$ cat src/hw/rtl/lclip_pkg.sv
// shared constants and types for the line clipper
`default_nettype none
package lclip_pkg;
  localparam logic [1:0] REG_LEFT   = 2'd0;
  localparam logic [1:0] REG_TOP    = 2'd1;
  localparam logic [1:0] REG_RIGHT  = 2'd2;
  localparam logic [1:0] REG_BOTTOM = 2'd3;
endpackage
`default_nettype wire

$ cat src/hw/rtl/lclip_div_cell.sv
// one restoring division step for the four boundary ratios, registered
`default_nettype none
module lclip_div_cell import lclip_pkg::*; #(
  parameter int MW = 17,
  parameter int FW = 16,
  parameter int CW = 16
) (
  input  wire logic                 clk,
  input  wire logic                 rst,
  input  wire logic                 en,
  input  wire logic                 v_in,
  input  wire logic [4*MW-1:0]      ap_in,
  input  wire logic [4*(MW+1)-1:0]  rem_in,
  input  wire logic [4*FW-1:0]      quo_in,
  input  wire logic [12:0]          keep_in,
  input  wire logic [4*CW-1:0]      coord_in,
  output logic                      v_out,
  output logic [4*MW-1:0]           ap_out,
  output logic [4*(MW+1)-1:0]       rem_out,
  output logic [4*FW-1:0]           quo_out,
  output logic [12:0]               keep_out,
  output logic [4*CW-1:0]           coord_out
);
  logic [4*(MW+1)-1:0] rem_next;
  logic [4*FW-1:0]     quo_next;

  always_comb begin
    for (int k = 0; k < 4; k++) begin
      logic [MW+1:0] sh;
      logic [MW+1:0] dv;
      sh = {rem_in[k*(MW+1) +: MW+1], 1'b0};
      dv = {2'b00, ap_in[k*MW +: MW]};
      if (sh >= dv) begin
        rem_next[k*(MW+1) +: MW+1] = (MW+1)'(sh - dv);
        quo_next[k*FW +: FW] = {quo_in[k*FW +: FW-1], 1'b1};
      end else begin
        rem_next[k*(MW+1) +: MW+1] = sh[MW:0];
        quo_next[k*FW +: FW] = {quo_in[k*FW +: FW-1], 1'b0};
      end
    end
  end

  // everything holds while en is low
  always_ff @(posedge clk) begin
    if (rst) begin
      v_out <= 1'b0;
    end else if (en) begin
      v_out <= v_in;
    end
    if (en) begin
      ap_out    <= ap_in;
      rem_out   <= rem_next;
      quo_out   <= quo_next;
      keep_out  <= keep_in;
      coord_out <= coord_in;
    end
  end
endmodule
`default_nettype wire

$ cat config.mk
export PLATFORM = sky130hd
export DESIGN_NAME = lclip_div_cell
export DESIGN_NICKNAME = d
export VERILOG_FILES = /design/src/hw/rtl/lclip_pkg.sv /design/src/hw/rtl/lclip_div_cell.sv
export SDC_FILE = /design/constraint.sdc
export NUM_CORES = 1
export LEC_CHECK = 0
export BUFFER_PORTS_ARGS = -buffer_cell sky130_fd_sc_hd__buf_2
export CAP_MARGIN = 15
export CORE_AREA = 8 8 212 214
export CTS_BUF_LIST = sky130_fd_sc_hd__clkbuf_16
export DETAILED_ROUTE_END_ITERATION = 12
export DIE_AREA = 0 0 220 222
export SLEW_MARGIN = 20
export SYNTH_ARGS = -nofsm -noshare
export SYNTH_HDL_FRONTEND = slang
export SYNTH_SLANG_ARGS = --single-unit
$ cat constraint.sdc
create_clock -name clk -period 3.2 [get_ports clk]
set_input_delay 0.32 -clock clk [delete_from_list [all_inputs] [get_ports clk]]
set_output_delay 0.32 -clock clk [all_outputs]
set_load 0.01 [all_outputs]
==> results of run 1 <==
-- synth_stat cells, types with 3 or more instances --
cell | n | area (µm²)
a211oi_1 | 6 | 45.0
a21boi_0 | 3 | 22.5
a21o_1 | 28 | 210
a21oi_1 | 66 | 330
a21oi_2 | 3 | 26.3
a311oi_1 | 3 | 26.3
a31oi_1 | 6 | 37.5
and2_1 | 6 | 37.5
and3_1 | 6 | 37.5
buf_2 | 3 | 15.0
buf_6 | 3 | 33.8
clkbuf_1 | 8 | 30.0
edfxtp_1 | 281 | 8440
fa_1 | 4 | 80.1
ha_1 | 68 | 851
inv_1 | 84 | 315
mux2_2 | 34 | 383
mux2_4 | 11 | 165
mux2i_1 | 3 | 30.0
nand2_1 | 41 | 154
nand2b_1 | 8 | 50.1
nand3_1 | 18 | 90.1
nand3b_1 | 3 | 22.5
nand4_1 | 5 | 31.3
nor2_1 | 52 | 195
nor2b_1 | 8 | 50.1
nor3_1 | 6 | 30.0
nor3b_1 | 4 | 30.0
o2111ai_1 | 4 | 35.0
o211ai_1 | 9 | 67.6
o21a_1 | 15 | 113
o21ai_0 | 28 | 140
o21bai_1 | 9 | 67.6
o22ai_1 | 4 | 25.0
o311a_1 | 3 | 30.0
xnor2_1 | 32 | 280
xor2_1 | 17 | 149
-- state kept, by name (all words and copies together), names as in the netlist --
signal	count
rem_out	72
ap_out	68
coord_out	64
quo_out	64
keep_out	13
v_out	1
-- final cells by class --
cell class              instances  area (µm²)  area share
repair buffers                780        5020       0.254
flip-flops and latches        282        8460       0.427
multi-input cells             547        4140       0.209
clock buffers                  36         901      0.0455
well taps                     539         674      0.0341
clock inverters                25         259      0.0131
inverters                      84         315      0.0159
diodes                          9        22.5     0.00114
-- kinds of logic after synthesis --
| kind of cell | after synthesis |
|---|---|
| multiplexers | 48 |
| buffers and inverters | 100 |
| XOR/XNOR | 49 |
| adder cells (fa/ha/maj) | 72 |
| AO/OA/AOI/OAI | 210 |
| flip-flops | 282 |
| AND/OR/NAND/NOR | 168 |
-- stage by stage --
step / area, µm² / setup WS [ns] / hold WS, ns
2_1_floorplan: 13000 / 0.628 / 0.392
3_3_place_gp: 16600 / 0.338 / 0.471
3_5_place_dp: 16600 / 0.289 / 0.483
4_1_cts: 19800 / 0.301 / 0.0000933
5_1_grt: 19800 / 0.163 / 0.0113
6_report: 19800 / 0.289 / 0.0358
-- worst paths after layout --
path,start,endpoint,slack [ns],cells after the start
setup / recovery,ap_in[57],rem_out[58]$_DFFE_PP_,0.29,11
hold / removal,ap_in[34],ap_out[34]$_DFFE_PP_,0.04,1
setup reg to reg,v_out$_SDFFE_PP0P_,v_out$_SDFFE_PP0P_,2.61,2
hold reg to reg,v_out$_SDFFE_PP0P_,v_out$_SDFFE_PP0P_,0.49,2
-- placed cells by master, fill, tap and decap left out, drive strengths merged, types with 32 or more instances in the layout --
cell type,Yosys,routed
clkbuf,8,36
ha,68,68
edfxtp,281,281
nand2,41,41
nor2,52,52
mux2,45,45
dlygate4sd3,0,201
inv,84,92
a21oi,69,69
xnor2,32,32
buf,8,579
o21ai,32,32
-- what timing repair did --
item | in CTS | in global routing
hold buffers | 201 | 0
setup endpoints to repair | 0 | 0
endpoints found under the hold margin | 201 | 0
-- power groups by stage --
stage | Sequential (mW) | Combinational (mW) | Clock [mW]
after floorplan | 4.88 | 0.788 | 0
after global placement | 4.67 | 1.88 | 0
after detailed placement | 4.68 | 1.90 | 0
after CTS | 4.60 | 2.12 | 4.11
after global routing | 4.64 | 2.28 | 4.26
final | 4.60 | 2.10 | 3.99
-- metal layers --
layer	vias up	global-route usage
met4	2	0.0834
met5	-	0
met2	383	0.318
met3	91	0.0445
met1	5098	0.191
li1	5125	-
==> flow_summary.toml, run 1 <==
[outcome]
status = "completed"

[yosys]
synth_edf_count = 281
postSynthCellCount = 929
ys_ff_latch = 282
synth-seq-area-share = 0.650
ys.flop_type = "edfxtp_1"
synthArstFlopShare = 0
netlist_area_mm2 = 0.0130
synth_fa_ha_area_frac = 0.0715
avgSynthCellArea_um2 = 14.0
synth_compound_area_frac = 0.107
synth_simple_gate_area_share = 0.0624
ys.warnings.count = 0
synthXorXnorAreaFrac = 0.0330
synthMuxAreaShare = 0.0444
yosysUniqueCellTypes = 66
synth_top_family_by_area = "compound AO/OA/AOI/OAI gates"
syn_nets = 1286

[route]
vias_per_cell = 4.65
remaining_drc_errors = 0
wl_per_cell_um = 19.9
highest_layer = "met5"
dr.pass1.iters = 5
ant_nets = 0
met3_length_mm = 3.37
totalWireLength_mm = 45.9
wl_met1_mm = 17.3
dr_wl_met2_mm = 23.5
num_vias = 10700
drtIter0Drc = 689

[power]
swShare = 0.263
switchingPower_mw = 2.81
pwr-share-seq = 0.430
p_clk_frac = 0.373
p_int_mw = 7.89
p_leak_nw = 8.74
power_mw = 10.7
combPwrFrac = 0.197
power_density_mw_per_mm2 = 541
max-vdd-ir-drop_mv = 0.553

[global_route]
antenna_found_initial = 10
grt_pass1_vias = 11400
track_usage = 0.177
grt_pass1_wl_mm = 66.8
grt_overflow_total = 0
grt_max_degree = 88

[critical_path]
crit_path_max_fanout = 12
required_ns = 3.46
cp_slowest_cell = "dlygate4sd3_1"
slowest_delay_ns = 0.52
cp-start-kind = "input pin"
worstSetupPathType = "input pin to register"
crit_arrival_ns = 3.17
cpLargestDelayFamily = "compound AO/OA/AOI/OAI gates"
crit_buf_inv = 4
path_cells = "dlygate4sd3_1 > buf_2 > inv_1 > ha_1 > a21o_1 > a211o_1 > o221a_2 > a21boi_1 > o311a_1 > buf_4 > mux2_2"
cp-end-kind = "register"

[clock_tree]
clock-root-buffer = "clkbuf_16"
cts_buffer_depth = 3
numCtsBuffers = 35
clk_pin_slew_ns = 0.06
cts_tree = "yes"
cts_resized = 0
cts_setup_buffers = 0
htreeDepth = 2
clock-sinks = 282
clk_latency_ns = 0.51

[placed_design]
place_hpwl_mm = 34.5
dp_cells = 2031
port_buffers = 562
gp_congestion = 0.819

[sta]
max_slew_margin = 0.502
max_freq_mhz = 343
drv_slew = 0
finalHoldViolCount = 0
finalCritPeriodShare = 0.910
fin_crit_ns = 2.91
rsz0062_at_grt = "no"
fin_worst_skew_ns = 0
worst_pin_slew_ns = 0.747
setup_viol = 0
finalSetupTns_ns = 0

[cells_and_area]
fillers = 3643
utilization = 0.477
fin_cells = 2302
finalNetCount = 2087
area_delta_synth_final_pct = 52.1
drive_gt1_frac = 0.393

[floorplanning]
die_w_um = 220
initial_core_util = 0.314
die_y_um = 222
core_area_mm2 = 0.0415
io_pins = 567
dieArea_mm2 = 0.0488
rows = 75

[flow_run]
cap_violations = 0

[min_path]
hp-class = "input pin to register"
Note: power is estimated with default switching activity, not from simulation.
==> inputs of run 2 (changes only) <==
==> constraint.sdc (replaced) <==
create_clock -name clk -period 3.2 [get_ports clk]
set_input_delay 0.48 -clock clk [delete_from_list [all_inputs] [get_ports clk]]
set_output_delay 0.48 -clock clk [all_outputs]
set_load 0.01 [all_outputs]
==> run 2 against run 1 <==
Fmax rose by 16%. Non-clock buffer count shrank 199. Hold slack improved by 0.088 ns. Utilization fell by 5.1 points. Critical endpoint is now rem_out[70]$_DFFE_PP_. Largest cell class unchanged. Highest routed layer unchanged.
==> flow_summary.toml, run 2 (synthesis results as in run 1) <==
[outcome]
status = "completed"

[min_path]
worstHoldStart = "quo_in[36]"
hold_end = "quo_out[37]$_DFFE_PP_"
hp-class = "input pin to register"
min_path_cells = 1

[placed_design]
dp_cells = 2033
place_hpwl_mm = 34.3
port_buffers = 562
gp_congestion = 0.795

[clock_tree]
htreeDepth = 2
numCtsBuffers = 34
cts_resized = 0
clock-root-buffer = "clkbuf_16"
cts_buffer_depth = 3
clk_pin_slew_ns = 0.06
clk_latency_ns = 0.51
cts_hold_buf = 0
clock-sinks = 282
cts_tree = "yes"
cts_setup_buffers = 0

[route]
num_vias = 9807
dr.pass1.iters = 5
vias_per_cell = 4.67
ant_nets = 0
remaining_drc_errors = 0
wl_per_cell_um = 20.1
drtIter0Drc = 565
totalWireLength_mm = 42.3

[sta]
worst_pin_slew_ns = 0.879
rsz0062_at_grt = "no"
drv_slew = 0
finalHoldViolCount = 0
fin_crit_ns = 2.52
max_freq_mhz = 397
finalCritPeriodShare = 0.786
setup_viol = 0
max_slew_margin = 0.414
finalSetupTns_ns = 0
fin_worst_skew_ns = 0

[critical_path]
reg2reg_depth = 2
rrSetupSlack_ns = 2.57
crit_arrival_ns = 2.79
crit_path_max_fanout = 3
required_ns = 3.48
worstSetupPathType = "input pin to register"
cp_slowest_cell = "o21ai_0"
path_cells = "buf_2 > inv_1 > fa_1 > a21oi_1 > o21ai_0 > o22ai_1 > o21ai_0 > nor4b_1 > a211o_1 > mux2_4"
cp-end-kind = "register"
rr_endpoint = "v_out$_SDFFE_PP0P_"
r2r_start = "v_out$_SDFFE_PP0P_"
cp_common_cell = "o21ai_0"
slowest_delay_ns = 0.54
cp-start-kind = "input pin"

[floorplanning]
rows = 75
die_w_um = 220
dieArea_mm2 = 0.0488
die_y_um = 222
initial_core_util = 0.314
core_area_mm2 = 0.0415
io_pins = 567

[cells_and_area]
finalNetCount = 1887
area_delta_synth_final_pct = 35.8
drive_gt1_frac = 0.441
layout_commonest_cell = "buf_2"
reg.largest.list = "rem_out: 72 flops, ap_out: 68 flops"
regMostFlops = "rem_out"
utilization = 0.426
fin_cells = 2102
final_cell_mix = "buf_2 (561), edfxtp_1 (281), inv_1 (94)"
fillers = 3980
largest_register_ffs = 72

[global_route]
grt_max_degree = 79
track_usage = 0.162
grt_overflow_total = 0
antenna_found_initial = 9
grt_pass1_vias = 9980
grt_pass1_wl_mm = 60.7

[power]
max-vdd-ir-drop_mv = 0.404
p_leak_nw = 7.87
power_mw = 10.0
power_density_mw_per_mm2 = 566

[flow_run]
cap_violations = 0
[run 2: cell count changes in the layout (fill, tap and decap cells not counted), moves of 2 or more]
cell,before,now
inv_6,4,2
dlygate4sd3_1,201,0
inv_1,88,94
bufinv_16,4,0
[run 2: per-stage QoR]
step | hold WS [ns] | worst slack [ns] | area (µm²)
after floorplan | 0.528 | 0.468 | 13000
after global placement | 0.470 | 0.200 | 16600
after detailed placement | 0.526 | 0.150 | 16600
after CTS | 0.0804 | 0.715 | 17600
after global routing | 0.0945 | 0.450 | 17700
final | 0.123 | 0.684 | 17700
[run 2: critical path, delay by kind of cell]
family | cells | cell delay (ns)
fa+ha+maj | 1 | 0.24
simple gates | 1 | 0.11
mux | 1 | 0.26
buf+inv | 2 | 0.23
compound gates | 5 | 1.46
[run 2: where the power goes]
| part | internal (mW) | switching [mW] |
|---|---|---|
| registers | 4.51 | 0.0863 |
| logic | 0.833 | 1.05 |
| clock network | 2.00 | 1.52 |
| total | 7.34 | 2.66 |
[run 2: final cells by class]
| class | instances | area [µm²] | share of cell area |
|---|---|---|---|
| diodes | 8 | 20.0 | 0.00113 |
| clock buffers | 35 | 876 | 0.0496 |
| clock inverters | 26 | 145 | 0.00822 |
| inverters | 84 | 315 | 0.0178 |
| multi-input cells | 547 | 4140 | 0.234 |
| flip-flops and latches | 282 | 8460 | 0.479 |
| well taps | 539 | 674 | 0.0382 |
| repair buffers | 581 | 3040 | 0.172 |
[run 2: worst max-delay path by stage]
stage,startpoint,end,slack (ns),cells after the start
global placement,ap_in[57],rem_out[59]$_DFFE_PP_,0.20,10
finish,ap_in[51],rem_out[70]$_DFFE_PP_,0.68,10
detailed placement,ap_in[51],rem_out[70]$_DFFE_PP_,0.15,10
CTS,ap_in[51],rem_out[70]$_DFFE_PP_,0.71,10
floorplan,ap_in[18],rem_out[26]$_DFFE_PP_,0.47,10
global route,ap_in[7],rem_out[13]$_DFFE_PP_,0.45,10
[run 2: routing by layer]
metal  up-vias  wire, µm  track usage
met3        52      3570       0.0492
met4         2       842       0.0520
met1      4694     15800        0.179
met2       350     22100        0.293
li1       4709         -            -
met5         -        13            0
